<file path="src/sv/trc_pkg.sv">
// Package for the threshold relay controller: types, codes and fixed constants.
package trc_pkg;

  // Item kinds carried on the input tuser
  typedef enum logic [2:0] {
    OP_MENU   = 3'd0,
    OP_UP     = 3'd1,
    OP_DOWN   = 3'd2,
    OP_PUMP   = 3'd3,
    OP_SAMPLE = 3'd4
  } op_e;

  // Menu positions
  localparam logic [2:0] MENU_RUN   = 3'd0;
  localparam logic [2:0] MENU_MOIST = 3'd1;
  localparam logic [2:0] MENU_TEMP  = 3'd2;
  localparam logic [2:0] MENU_LIGHT = 3'd3;
  localparam logic [2:0] MENU_CO2   = 3'd4;
  localparam logic [2:0] MENU_MODE  = 3'd5;

  // Limits and conversion constants
  localparam logic [6:0]  PCT_MAX       = 7'd99;
  localparam logic [12:0] CO2_CAP       = 13'd5000;
  localparam logic [12:0] CO2_STEP      = 13'd10;
  localparam logic [11:0] SOIL_DRY_EDGE = 12'd1241;
  localparam logic [6:0]  LIGHT_GAIN    = 7'd99;
  localparam logic [11:0] SOIL_GAIN     = 12'd2296;
  localparam logic [12:0] ADC_FULL      = 13'd4096;

  // One input request
  typedef struct packed {
    op_e         op;
    logic [11:0] light_adc;
    logic [11:0] soil_adc;
    logic [7:0]  temp_deg;
    logic        co2_valid;
    logic [13:0] co2_reading;
  } item_t;

  // Converted readings of a sample tick
  typedef struct packed {
    logic [6:0]  light_pct;
    logic [6:0]  soil_pct;
    logic [7:0]  temp_deg;
    logic        co2_valid;
    logic [12:0] co2_ppm;
  } sample_t;

  // Controller state
  typedef struct packed {
    logic [2:0]  menu_pos;
    logic        manual_flag;
    logic [6:0]  moisture_sp;
    logic [6:0]  temp_sp;
    logic [6:0]  light_sp;
    logic [12:0] co2_limit;
    logic        lamp;
    logic        fan;
    logic        pump;
    logic        buzzer;
    logic [6:0]  light_stored;
    logic [6:0]  soil_stored;
    logic [12:0] co2_stored;
  } ctrl_state_t;

  localparam ctrl_state_t STATE_RESET = '{
    menu_pos:     MENU_RUN,
    manual_flag:  1'b0,
    moisture_sp:  7'd10,
    temp_sp:      7'd35,
    light_sp:     7'd20,
    co2_limit:    13'd2000,
    lamp:         1'b0,
    fan:          1'b0,
    pump:         1'b0,
    buzzer:       1'b0,
    light_stored: 7'd0,
    soil_stored:  7'd0,
    co2_stored:   13'd0
  };

  // Result word, packed from the lowest bit up as lamp, fan, pump, buzzer,
  // menu_position, manual_mode, light_pct, soil_pct, co2_ppm
  typedef struct packed {
    logic [4:0]  pad;
    logic [12:0] co2_ppm;
    logic [6:0]  soil_pct;
    logic [6:0]  light_pct;
    logic        manual_mode;
    logic [2:0]  menu_position;
    logic        buzzer_on;
    logic        pump_on;
    logic        fan_on;
    logic        lamp_on;
  } result_t;

endpackage

</file>
<file path="src/sv/trc_convert.sv">
// Sample conversion: light and soil ADC to percent, CO2 clamp.
module trc_convert (
  input  trc_pkg::item_t   item_i,
  output trc_pkg::sample_t sample_o
);
  import trc_pkg::*;

  logic [18:0] light_prod;
  logic [6:0]  light_pct;
  logic [12:0] soil_diff;
  logic [24:0] soil_prod;
  logic [8:0]  soil_raw;
  logic [6:0]  soil_pct;
  logic [12:0] co2_capped;

  // Scale light by 99/4096
  always_comb begin
    light_prod = {7'd0, item_i.light_adc} * {12'd0, LIGHT_GAIN};
    light_pct  = (light_prod[18:12] > PCT_MAX) ? PCT_MAX : light_prod[18:12];
  end

  // Invert and scale soil; wet below one volt reads full scale
  always_comb begin
    soil_diff = ADC_FULL - {1'b0, item_i.soil_adc};
    soil_prod = {12'd0, soil_diff} * {13'd0, SOIL_GAIN};
    soil_raw  = soil_prod[24:16];
    if (item_i.soil_adc <= SOIL_DRY_EDGE) begin
      soil_pct = PCT_MAX;
    end else if (soil_raw > {2'd0, PCT_MAX}) begin
      soil_pct = PCT_MAX;
    end else begin
      soil_pct = soil_raw[6:0];
    end
  end

  // Clamp the CO2 reading
  always_comb begin
    if (item_i.co2_reading > {1'b0, CO2_CAP}) begin
      co2_capped = CO2_CAP;
    end else begin
      co2_capped = item_i.co2_reading[12:0];
    end
  end

  assign sample_o.light_pct = light_pct;
  assign sample_o.soil_pct  = soil_pct;
  assign sample_o.temp_deg  = item_i.temp_deg;
  assign sample_o.co2_valid = item_i.co2_valid;
  assign sample_o.co2_ppm   = co2_capped;

endmodule

</file>
<file path="src/sv/trc_ctrl.sv">
// Menu, setpoint and relay state with its per-request update.
module trc_ctrl (
  input  logic                 clk_i,
  input  logic                 rst_ni,
  input  logic                 step_i,
  input  trc_pkg::item_t       item_i,
  input  trc_pkg::sample_t     sample_i,
  output trc_pkg::ctrl_state_t state_d_o
);
  import trc_pkg::*;

  ctrl_state_t state_q;
  ctrl_state_t state_d;
  logic        dark;
  logic        hot;
  logic        dry;
  logic        gas;
  logic [12:0] co2_now;

  // Threshold checks on the fresh readings
  always_comb begin
    co2_now = sample_i.co2_valid ? sample_i.co2_ppm : state_q.co2_stored;
    dark    = sample_i.light_pct <= state_q.light_sp;
    hot     = sample_i.temp_deg >= {1'b0, state_q.temp_sp};
    gas     = co2_now >= state_q.co2_limit;
    dry     = sample_i.soil_pct <= state_q.moisture_sp;
  end

  // Work out the state after the request
  always_comb begin
    state_d = state_q;
    case (item_i.op)
      OP_MENU: begin
        state_d.buzzer   = 1'b0;
        state_d.menu_pos = (state_q.menu_pos >= MENU_MODE) ? MENU_RUN
                                                           : state_q.menu_pos + 3'd1;
      end
      OP_UP: begin
        case (state_q.menu_pos)
          MENU_RUN:   if (state_q.manual_flag) state_d.lamp = ~state_q.lamp;
          MENU_MOIST: if (state_q.moisture_sp < PCT_MAX) begin
            state_d.moisture_sp = state_q.moisture_sp + 7'd1;
          end
          MENU_TEMP:  if (state_q.temp_sp < PCT_MAX) begin
            state_d.temp_sp = state_q.temp_sp + 7'd1;
          end
          MENU_LIGHT: if (state_q.light_sp < PCT_MAX) begin
            state_d.light_sp = state_q.light_sp + 7'd1;
          end
          MENU_CO2:   if (state_q.co2_limit < CO2_CAP) begin
            state_d.co2_limit = state_q.co2_limit + CO2_STEP;
          end
          MENU_MODE:  state_d.manual_flag = 1'b0;
          default:    ;
        endcase
      end
      OP_DOWN: begin
        case (state_q.menu_pos)
          MENU_RUN:   if (state_q.manual_flag) state_d.fan = ~state_q.fan;
          MENU_MOIST: if (state_q.moisture_sp != 7'd0) begin
            state_d.moisture_sp = state_q.moisture_sp - 7'd1;
          end
          MENU_TEMP:  if (state_q.temp_sp != 7'd0) begin
            state_d.temp_sp = state_q.temp_sp - 7'd1;
          end
          MENU_LIGHT: if (state_q.light_sp != 7'd0) begin
            state_d.light_sp = state_q.light_sp - 7'd1;
          end
          MENU_CO2:   if (state_q.co2_limit >= CO2_STEP) begin
            state_d.co2_limit = state_q.co2_limit - CO2_STEP;
          end
          MENU_MODE:  state_d.manual_flag = 1'b1;
          default:    ;
        endcase
      end
      OP_PUMP: begin
        if (state_q.menu_pos == MENU_RUN && state_q.manual_flag) begin
          state_d.pump = ~state_q.pump;
        end
      end
      OP_SAMPLE: begin
        if (state_q.menu_pos == MENU_RUN) begin
          state_d.light_stored = sample_i.light_pct;
          state_d.soil_stored  = sample_i.soil_pct;
          state_d.co2_stored   = co2_now;
          if (!state_q.manual_flag) begin
            state_d.lamp   = dark;
            state_d.fan    = hot | gas;
            state_d.pump   = dry;
            state_d.buzzer = dark | hot | dry | gas;
          end else begin
            state_d.buzzer = 1'b0;
          end
        end
      end
      default: ;
    endcase
  end

  // Advance the state once per request taken
  always_ff @(posedge clk_i or negedge rst_ni) begin
    if (!rst_ni) begin
      state_q <= STATE_RESET;
    end else if (step_i) begin
      state_q <= state_d;
    end
  end

  assign state_d_o = state_d;

  a_menu_range: assert property (@(posedge clk_i) disable iff (!rst_ni)
    state_q.menu_pos <= MENU_MODE)
    else $error("menu position out of range");

  a_pct_sp_range: assert property (@(posedge clk_i) disable iff (!rst_ni)
    state_q.moisture_sp <= PCT_MAX && state_q.temp_sp <= PCT_MAX &&
    state_q.light_sp <= PCT_MAX)
    else $error("percent setpoint beyond limit");

  a_co2_range: assert property (@(posedge clk_i) disable iff (!rst_ni)
    state_q.co2_limit <= CO2_CAP && state_q.co2_stored <= CO2_CAP)
    else $error("CO2 value beyond cap");

  a_hold_idle: assert property (@(posedge clk_i) disable iff (!rst_ni)
    !step_i |=> $stable(state_q))
    else $error("state changed without a request");

endmodule

</file>
<file path="src/sv/threshold_relay_controller_with_menu.sv">
// Top level of the threshold relay controller: stream ports, input and result registers.
// Each request (key press or sample tick) gives one result word showing the
// relay, menu and reading state after that request. A request is taken into
// an input register; the state update and sample conversion are combinational
// between that register and the result register, so one request is taken
// every cycle while the master side keeps taking results. A held request
// moves into the result register once that slot is free or being emptied.
// The result register lets the next request enter while a result still
// waits on the master side.
module threshold_relay_controller_with_menu (
  input  logic        clk_i,
  input  logic        rst_ni,
  input  logic        s_axis_tvalid_i,
  output logic        s_axis_tready_o,
  // tdata: light_adc[11:0], soil_adc[23:12], temp_deg[31:24], co2_reading[45:32]
  input  logic [47:0] s_axis_tdata_i,
  // tuser: op[2:0], co2_valid[3]
  input  logic [3:0]  s_axis_tuser_i,
  output logic        m_axis_tvalid_o,
  input  logic        m_axis_tready_i,
  // tdata: lamp_on[0], fan_on[1], pump_on[2], buzzer_on[3], menu_position[6:4],
  //        manual_mode[7], light_pct[14:8], soil_pct[21:15], co2_ppm[34:22]
  output logic [39:0] m_axis_tdata_o
);
  import trc_pkg::*;

  item_t       in_item;
  item_t       in_item_q;
  logic        in_valid_q;
  logic        in_valid_d;
  logic        advance;
  logic        take;
  sample_t     sample;
  ctrl_state_t state_d;
  result_t     res_d;
  result_t     res_q;
  logic        out_valid_q;
  logic        out_valid_d;

  // Unpack the incoming request
  assign in_item.op          = op_e'(s_axis_tuser_i[2:0]);
  assign in_item.co2_valid   = s_axis_tuser_i[3];
  assign in_item.light_adc   = s_axis_tdata_i[11:0];
  assign in_item.soil_adc    = s_axis_tdata_i[23:12];
  assign in_item.temp_deg    = s_axis_tdata_i[31:24];
  assign in_item.co2_reading = s_axis_tdata_i[45:32];

  // Handshake: move the held request on whenever the result slot frees
  assign advance         = in_valid_q & (~out_valid_q | m_axis_tready_i);
  assign s_axis_tready_o = ~in_valid_q | advance;
  assign take            = s_axis_tvalid_i & s_axis_tready_o;
  assign in_valid_d      = take | (in_valid_q & ~advance);
  assign out_valid_d     = advance | (out_valid_q & ~m_axis_tready_i);

  // Hold the accepted request
  always_ff @(posedge clk_i or negedge rst_ni) begin
    if (!rst_ni) begin
      in_valid_q <= 1'b0;
    end else begin
      in_valid_q <= in_valid_d;
    end
  end

  always_ff @(posedge clk_i) begin
    if (take) begin
      in_item_q <= in_item;
    end
  end

  trc_convert u_convert (
    .item_i   (in_item_q),
    .sample_o (sample)
  );

  trc_ctrl u_ctrl (
    .clk_i     (clk_i),
    .rst_ni    (rst_ni),
    .step_i    (advance),
    .item_i    (in_item_q),
    .sample_i  (sample),
    .state_d_o (state_d)
  );

  // Build the result word from the updated state
  always_comb begin
    res_d.pad           = '0;
    res_d.co2_ppm       = state_d.co2_stored;
    res_d.soil_pct      = state_d.soil_stored;
    res_d.light_pct     = state_d.light_stored;
    res_d.manual_mode   = state_d.manual_flag;
    res_d.menu_position = state_d.menu_pos;
    res_d.buzzer_on     = state_d.buzzer;
    res_d.pump_on       = state_d.pump;
    res_d.fan_on        = state_d.fan;
    res_d.lamp_on       = state_d.lamp;
  end

  // Hold the result until the master side takes it
  always_ff @(posedge clk_i or negedge rst_ni) begin
    if (!rst_ni) begin
      out_valid_q <= 1'b0;
    end else begin
      out_valid_q <= out_valid_d;
    end
  end

  always_ff @(posedge clk_i) begin
    if (advance) begin
      res_q <= res_d;
    end
  end

  assign m_axis_tvalid_o = out_valid_q;
  assign m_axis_tdata_o  = res_q;

  a_advance_needs_slot: assert property (@(posedge clk_i) disable iff (!rst_ni)
    advance |=> out_valid_q)
    else $error("request moved on but no result offered");

  a_stall_keeps_item: assert property (@(posedge clk_i) disable iff (!rst_ni)
    in_valid_q && !advance |=> in_valid_q && $stable(in_item_q))
    else $error("held request lost during a stall");

  a_result_menu_range: assert property (@(posedge clk_i) disable iff (!rst_ni)
    out_valid_q |-> res_q.menu_position <= MENU_MODE)
    else $error("result menu position out of range");

endmodule

</file>
<file path="config.mk">
export PLATFORM = sky130hd
export DESIGN_NAME = threshold_relay_controller_with_menu
export DESIGN_NICKNAME = d
export VERILOG_FILES = /design/src/sv/trc_pkg.sv /design/src/sv/trc_convert.sv /design/src/sv/trc_ctrl.sv /design/src/sv/threshold_relay_controller_with_menu.sv
export SDC_FILE = /design/constraint.sdc
export NUM_CORES = 1
export LEC_CHECK = 0
export ABC_AREA = 0
export BUFFER_PORTS_ARGS = -buffer_cell sky130_fd_sc_hd__buf_2
export CORE_MARGIN = 2
export CORE_UTILIZATION = 29
export CTS_CLUSTER_SIZE = 30
export DETAILED_ROUTE_END_ITERATION = 10
export PLACE_DENSITY_LB_ADDON = 0.15
export SLEW_MARGIN = 20
export SYNTH_ARGS = -nofsm -noshare
export SYNTH_HDL_FRONTEND = slang
export SYNTH_HIERARCHICAL = 1
export SYNTH_SLANG_ARGS = --single-unit
export TNS_END_PERCENT = 10
</file>
<file path="constraint.sdc">
create_clock -name clk_i -period 11.9 [get_ports clk_i]
set_input_delay 1.19 -clock clk_i [delete_from_list [all_inputs] [get_ports clk_i]]
set_output_delay 1.19 -clock clk_i [all_outputs]
set_load 0.05 [all_outputs]
</file>
# Word-level counts from Yosys, hierarchy flattened
# Cells that the tools add are included.
word_totals:
  regBits: 156
  wordCells: 150
  output_inout_bits: 42
op_classes:
  n_bitwise: 19
  order_cmp: 14
  reduce_logical: 11
  mux: 39
  n_eq_ne: 25
  n_mul: 2
  add_sub_neg: 10
op_table:
  columns: ["op", "n"]
  rows:
  - ["$mux W7", 15]
  - ["$mux W13", 6]
  - ["$pmux W35 S2", 1]
  - ["$mux W31", 1]
  - ["$mux W27", 1]
  - ["$reduce_and A6 Y1", 4]
  - ["$mul A13 B9 Y22 const B", 1]
  - ["$add A7 B1 Y7 const B", 3]
  - ["$lt A7 B7 Y1 const B", 3]
  - ["$reduce_bool A7 Y1", 3]
  - ["$sub A7 B1 Y7 const B", 3]
  - ["$mul A12 B7 Y19 const B", 1]
  - ["$ne A2 B1 Y1 const B", 8]
  - ["$ne A2 B2 Y1 const B", 8]
  - ["$gt A14 B13 Y1 const B", 1]
  - ["$le A7 B7 Y1", 2]
  - ["$add A13 B4 Y13 const B", 1]
  - ["$ge A13 B13 Y1", 1]
  - ["$ge A13 B4 Y1 const B", 1]
  - ["$lt A13 B13 Y1 const B", 1]
  - ["$sub A13 B12 Y13 const A", 1]
  - ["$sub A13 B4 Y13 const B", 1]
  - ["$eq A3 B2 Y1 const B", 4]
  - ["$le A12 B11 Y1 const B", 1]
  - ["16 further kinds", 48]

# Longest topological paths before layout
# Gate-level depths: netlist (run 1).
logic_depth:
  ltp_word: 11
  depth_mapped: 31

# Hierarchy
# Netlist (run 1), hierarchy kept.
modules_own_cells:
  columns: ["mod", "instances", "seq_area_each_um2", "area_each_um2", "cells_per_inst"]
  rows:
  - ["trc_ctrl", 1, 1717.9, 6104.6, 747]
  - ["trc_convert", 1, 0.0, 4075.2, 495]
  - ["threshold_relay_controller_with_menu", 1, 2602.5, 2697.6, 99]

# Worst setup path after synthesis (run 1)
# OpenSTA, ideal clock, no wires.
synth_timing:
  path_kind: "reg-to-reg"
  start: "reg in_item_q[27] (netlist bit)"
  end: "reg res_q, in the netlist m_axis_tdata_o[3] (data pin)"
  arrival_time_ns: 6.581
  required_ns: 11.638
  period_less_slack_ns: 6.843
  path_stages_with_launch: 30
  path_slack_ns: 5.057
  setup_time_ns: 0.262
  path_cell_list: "edfxtp_1 -> or3_1 -> or3_1 -> nor2_1 -> nand2_1 -> nor2_1 -> xnor2_1 -> xor2_1 -> ha_1 -> inv_1 -> fa_1 -> inv_1 -> fa_1 -> inv_1 -> fa_1 -> inv_1 -> ha_1 -> and3_1 -> a31oi_1 -> a21oi_1 -> o21a_1 -> o31ai_1 -> a211oi_1 -> ha_1 -> nand4_1 -> a21oi_1 -> o22a_1 -> nand2_1 -> nor3_1 -> o21ai_0"
synth_rtl:
  columns: ["item", "line_no", "rtl"]
  rows:
  - ["from (decl)", "threshold_relay_controller_with_menu.sv:28", "item_t in_item_q;"]
  - ["from (signal assigned)", "threshold_relay_controller_with_menu.sv:66", "in_item_q <= in_item;"]
  - ["to (signal assigned)", "threshold_relay_controller_with_menu.sv:109", "res_q <= res_d;"]
  - ["to (decl)", "threshold_relay_controller_with_menu.sv:36", "result_t res_q;"]

==> results.tsv, run 1 <==
stage	metric	value	unit
outcome	outcome	completed	
placed_design	port_buffers	90	
die	ios	98	
sta	fin_crit_sh	0.659	
min_path	hold_path_class	flip-flop to flip-flop	
global_routing	track_usage	0.141	
setup_path	worst_setup_path_start_kind	flip-flop	
finish	final_common_cell	inv_1	
die	fp.coreArea	43000	µm²
pwr	clkPwrFrac	0.191	
pwr	power.density	199	nW/µm²
finish	mostFrequentLayoutCells	inv_1, ha_1, nand2_1, buf_2, edfxtp_1	
global_routing	overflow	0	
sta	fin_tns_setup	0	ps
logic_synthesis	syn_area	12600	µm²
placed_design	dp_hpwl	22300	µm
clock_tree	cts.sinks	155	
logic_synthesis	syn_inst	1294	
finish	antenna_cells	0	
routing	vias	9296	
sta	report.final.slew_viol_count	0	
logic_synthesis	yosys_warnings	6	
routing	detail-route-antenna-nets	0	
finish	syn2layout_area_growth	12.1	%
sta	tightestPinTransition	947	ps
die	die_h	212	µm
clock_tree	holdBufCountCts	0	
sta	hold_viol_final	0	
setup_path	path_common_cell	inv_1	
placed_design	place_congestion	0.815	
routing	wl	29600	µm
clock_tree	cts_max_path_buffers	2	
global_routing	grt_pass1_wl	50200	µm
sta	final.min_clock_period	7840	ps
routing	drtIter0Drc	466	
global_routing	grt_pass1_vias	9522	
setup_path	critPathKind	flip-flop to flip-flop	
sta	rsz0062_at_grt	false	
setup_path	crit_arrival	8040	ps
global_routing	grt_antenna_before_repair	0	
finish	fin_nets	1611	
setup_path	critical_path.slowest_cell	fa_1	
pwr	p_seq_frac	0.304	
clock_tree	cts-resized-gates	0	
die	fp.dieArea	45100	µm²
pwr	combPwrFrac	0.505	
sta	skew	14.2	ps
global_routing	grt_max_degree	61	
finish	fill_cells	4507	
setup_path	required	12100	ps
sta	max_freq	128	MHz
die	initial_utilization	0.293	
setup_path	cp_max_fo	7	
routing	wl_per_cell	15.2	µm
setup_path	endpoint_kind	flip-flop	
die	die_w	212	µm
clock_tree	clkLatencyLatePin	460	ps
clock_tree	root_buffer	clkbuf_16	
clock_tree	cts_made_buffers	17	
finish	fin_util	0.328	
routing	drc	0	
sta	slew_headroom	0.364	
clock_tree	path_clk_slew	70	ps
pwr	p_leak	6.29	nW
clock_tree	cts_tree	yes	
sta	finalSetupViolCount	0	
finish	drive_above_1_share	0.136	
pwr	switchingPower	0.00126	W
routing	drtPass1Iterations	5	
pwr	swShare	0.447	
setup_path	cpPeakStageDelay	530	ps
pwr	vdd_drop_max	0.0995	mV
pwr	p_int	0.00155	W
clock_tree	cts_setup_buffers	0	
routing	viasPerCell	4.76	
die	rows	76	
run	cap_violations	0	
clock_tree	htree_levels	4	
logic_synthesis	avgSynthCellArea	9.72	µm²
-- critical path: cells and delay by family, from the launching register on --
| family | cells | cell delay (ps) |
|---|---|---|
| and+or+nand+nor | 9 | 1920 |
| AOI/OAI and AO/OA | 8 | 1970 |
| DFF | 1 | 440 |
| buffers and inverters | 4 | 200 |
| adders and majority gates | 6 | 2510 |
| xor gates and xnor gates | 2 | 550 |
-- final timing paths --
| check | cells after the start | slack [ps] | endpoint | from |
|---|---|---|---|---|
| max | 29 | 4060 | m_axis_tdata_o[3] | in_item_q[26] |
| max reg2reg | 29 | 4060 | m_axis_tdata_o[3] | in_item_q[26] |
| min in group asynchronous | 1 | 680 | u_ctrl/state_q[18] | rst_ni |
| min | 1 | 490 | u_ctrl/state_q[17] | u_ctrl/state_q[17] |
| min reg2reg | 1 | 490 | u_ctrl/state_q[17] | u_ctrl/state_q[17] |
| max in group asynchronous | 2 | 10280 | u_ctrl/state_q[38] | rst_ni |
-- power groups by stage --
stage | logic, W | clock network [W] | registers, W
after floorplan | 0.00103 | 0 | 0.000909
after global placement | 0.00142 | 0 | 0.000863
after detailed placement | 0.00143 | 0 | 0.000865
after CTS | 0.00144 | 0.000563 | 0.000856
after global routing | 0.00164 | 0.000581 | 0.000879
final | 0.00142 | 0.000537 | 0.000856
-- metal layers --
metal,vias up,track usage,share of wire
li1,4662,-,-
met1,4471,0.193,0.50
met2,136,0.227,0.46
met3,27,0.0270,0.033
met4,0,0.0412,0.014
met5,-,0,0
-- state kept, by name (all words and copies together) (netlist names) --
name / flops
in_item_q: 50
in_valid_q: 1
m_axis_tdata_o: 35
m_axis_tvalid_o: 1
u_ctrl/state_q: 68
-- area by class of cell --
class | instances | area, µm² | area share
clock buffers | 18 | 429 | 0.0304
clock inverters | 13 | 126 | 0.00896
inverters | 177 | 664 | 0.0471
multi-input cells | 908 | 7340 | 0.520
flip-flops and latches | 155 | 4320 | 0.306
well taps | 585 | 732 | 0.0519
repair buffers | 96 | 498 | 0.0353
-- stage by stage --
stage               cells  worst slack, ps  hold WS (ps)  cell area (µm²)  total power (W)
finish               1952             4060           487            14100          0.00281
CTS                  1952             4090           491            14100          0.00286
detailed placement   1921             4110           476            13600          0.00229
global route         1952             3450           498            14100          0.00310
global placement     1921             4160           466            13600          0.00228
floorplan            1298             5060           452            12600          0.00194
(Power assumes the default switching activity.)
==> run 2, diff against run 1 <==
Clock period 11.9 ns to 7.9 ns, I/O delays scaled along.
==> results.tsv, run 2 (same netlist as run 1, synthesis figures left out) <==
stage	metric	value	unit	change
sta	holdWs	227	ps	-260 ps
min_path	hold_path_class	input pin to asynchronous set/reset pin		
clock_tree	cts_max_path_buffers	2		unchanged
clock_tree	path_clk_slew	70	ps	about the same
setup_path	reg2reg_to	m_axis_tdata_o[3]		
die	die_w	212	µm	unchanged
finish	mostFrequentLayoutCells	inv_1, ha_1, nand2_1, buf_2, edfxtp_1		
finish	fin_nets	1619		+0.50%
clock_tree	cts_tree	yes		
placed_design	port_buffers	90		unchanged
global_routing	grt_max_degree	59		-3.3%
die	initial_utilization	0.293		unchanged
placed_design	place_congestion	0.813		-0.23%
setup_path	worst_setup_path_start_kind	flip-flop		
sta	slew_headroom	0.366		+0.00173
global_routing	overflow	0		unchanged
global_routing	track_usage	0.141		+0.000286
die	die_h	212	µm	unchanged
placed_design	dp_hpwl	22400	µm	+0.56%
setup_path	endpoint_kind	flip-flop		
finish	antenna_cells	0		unchanged
sta	fin_tns_setup	0	ps	unchanged
pwr	vdd_drop_max	0.191	mV	+92%
run	cap_violations	0		unchanged
setup_path	cpPeakStageDelay	540	ps	about the same
routing	viasPerCell	4.73		-0.62%
setup_path	path_buf_inv	4		unchanged
sta	tightestPinTransition	939	ps	-7.71 ps
routing	drtIter0Drc	436		-6.4%
clock_tree	holdBufCountCts	0		unchanged
setup_path	r2r_cells	30		+3.4%
die	fp.dieArea	45100	µm²	unchanged
global_routing	grt_pass1_wl	50100	µm	-0.14%
global_routing	grt_pass1_vias	9522		unchanged
die	fp.coreArea	43000	µm²	unchanged
routing	drtPass1Iterations	5		unchanged
setup_path	r2r_start	in_item_q[27]		
clock_tree	clkLatencyLatePin	460	ps	about the same
routing	wl_per_cell	15.1	µm	about the same
sta	finalSetupViolCount	0		unchanged
setup_path	cp_max_fo	5		-2
global_routing	grt_antenna_before_repair	0		unchanged
setup_path	r2r_slack	650	ps	-3410 ps
sta	skew	14.6	ps	+0.315 ps
die	rows	76		unchanged
outcome	outcome	completed		
routing	wl	29700	µm	+0.40%
sta	fin_crit_sh	0.918		+0.259
die	ios	98		unchanged
pwr	p_leak	6.35	nW	+0.92%
setup_path	critical_path.slowest_cell	fa_1		
routing	drc	0		unchanged
setup_path	required	8100	ps	-4000 ps
setup_path	crit_arrival	7450	ps	-590 ps
finish	top_register	u_ctrl/state_q		
sta	final.min_clock_period	7250	ps	-591 ps
finish	fin_util	0.331		+0.00253
clock_tree	cts_made_buffers	17		unchanged
routing	vias	9281		-0.16%
pwr	power.density	302	nW/µm²	+52%
finish	final_common_cell	inv_1		
setup_path	path_common_cell	inv_1		
sta	hold_viol_final	0		unchanged
routing	detail-route-antenna-nets	0		unchanged
clock_tree	root_buffer	clkbuf_16		
setup_path	critPathTopFamily	adder cells		
sta	report.final.slew_viol_count	0		unchanged
finish	drive_above_1_share	0.147		+0.0107
sta	rsz0062_at_grt	false		
pwr	totalPowerFinal	0.00430	W	+53%
setup_path	critPathKind	flip-flop to flip-flop		
clock_tree	htree_levels	4		unchanged
finish	largest_reg_flops	68		unchanged
finish	syn2layout_area_growth	13.0	%	
clock_tree	cts.sinks	155		unchanged
sta	max_freq	138	MHz	+8.2%
-- run 2: power breakdown --
group / leakage (nW) / internal [W] / total [W] / switching [W]
Combinational: 4.38 / 0.000871 / 0.00219 / 0.00132
Clock: 0.280 / 0.000432 / 0.000821 / 0.000389
Sequential: 1.69 / 0.00109 / 0.00128 / 0.000194
-- run 2: per-layer routing --
layer  track usage  share of wire  vias up
met1         0.194           0.50     4424
li1              -              -     4693
met4        0.0441          0.014        0
met3        0.0257          0.032       23
met5             0              0        -
met2         0.226           0.45      141
-- run 2: per-stage QoR --
step                      area, µm²  setup WS, ps  std cells
after floorplan               12600          1060       1298
after global placement        13600           343       1927
after detailed placement      13600           226       1927
after CTS                     14200           201       1959
after global routing          14200          11.3       1961
final                         14200           651       1961
-- run 2: worst max path at each step --
stage,start,endpoint,slack [ps],depth (start not counted)
final,in_item_q[27],m_axis_tdata_o[3],650,30
after global routing,in_item_q[25],m_axis_tdata_o[3],10,30
after CTS,in_item_q[27],u_ctrl/state_q[28],200,28
after detailed placement,in_item_q[27],u_ctrl/state_q[28],230,28
after global placement,in_item_q[25],m_axis_tdata_o[3],340,29
after floorplan,in_item_q[27],m_axis_tdata_o[3],1060,29
-- run 2: layout make-up --
type | count | area, µm²
fill | 4498 | 28800
sequential | 155 | 4320
clock buffer | 19 | 453
tap | 585 | 732
multi-input combinational | 908 | 7370
clock inverter | 13 | 119
inverter | 177 | 664
timing repair buffer | 104 | 558
-- run 2: repair_timing --
item,in CTS,in global routing
setup buffers,0,2
gates resized for setup,0,6
setup endpoints to repair,0,4
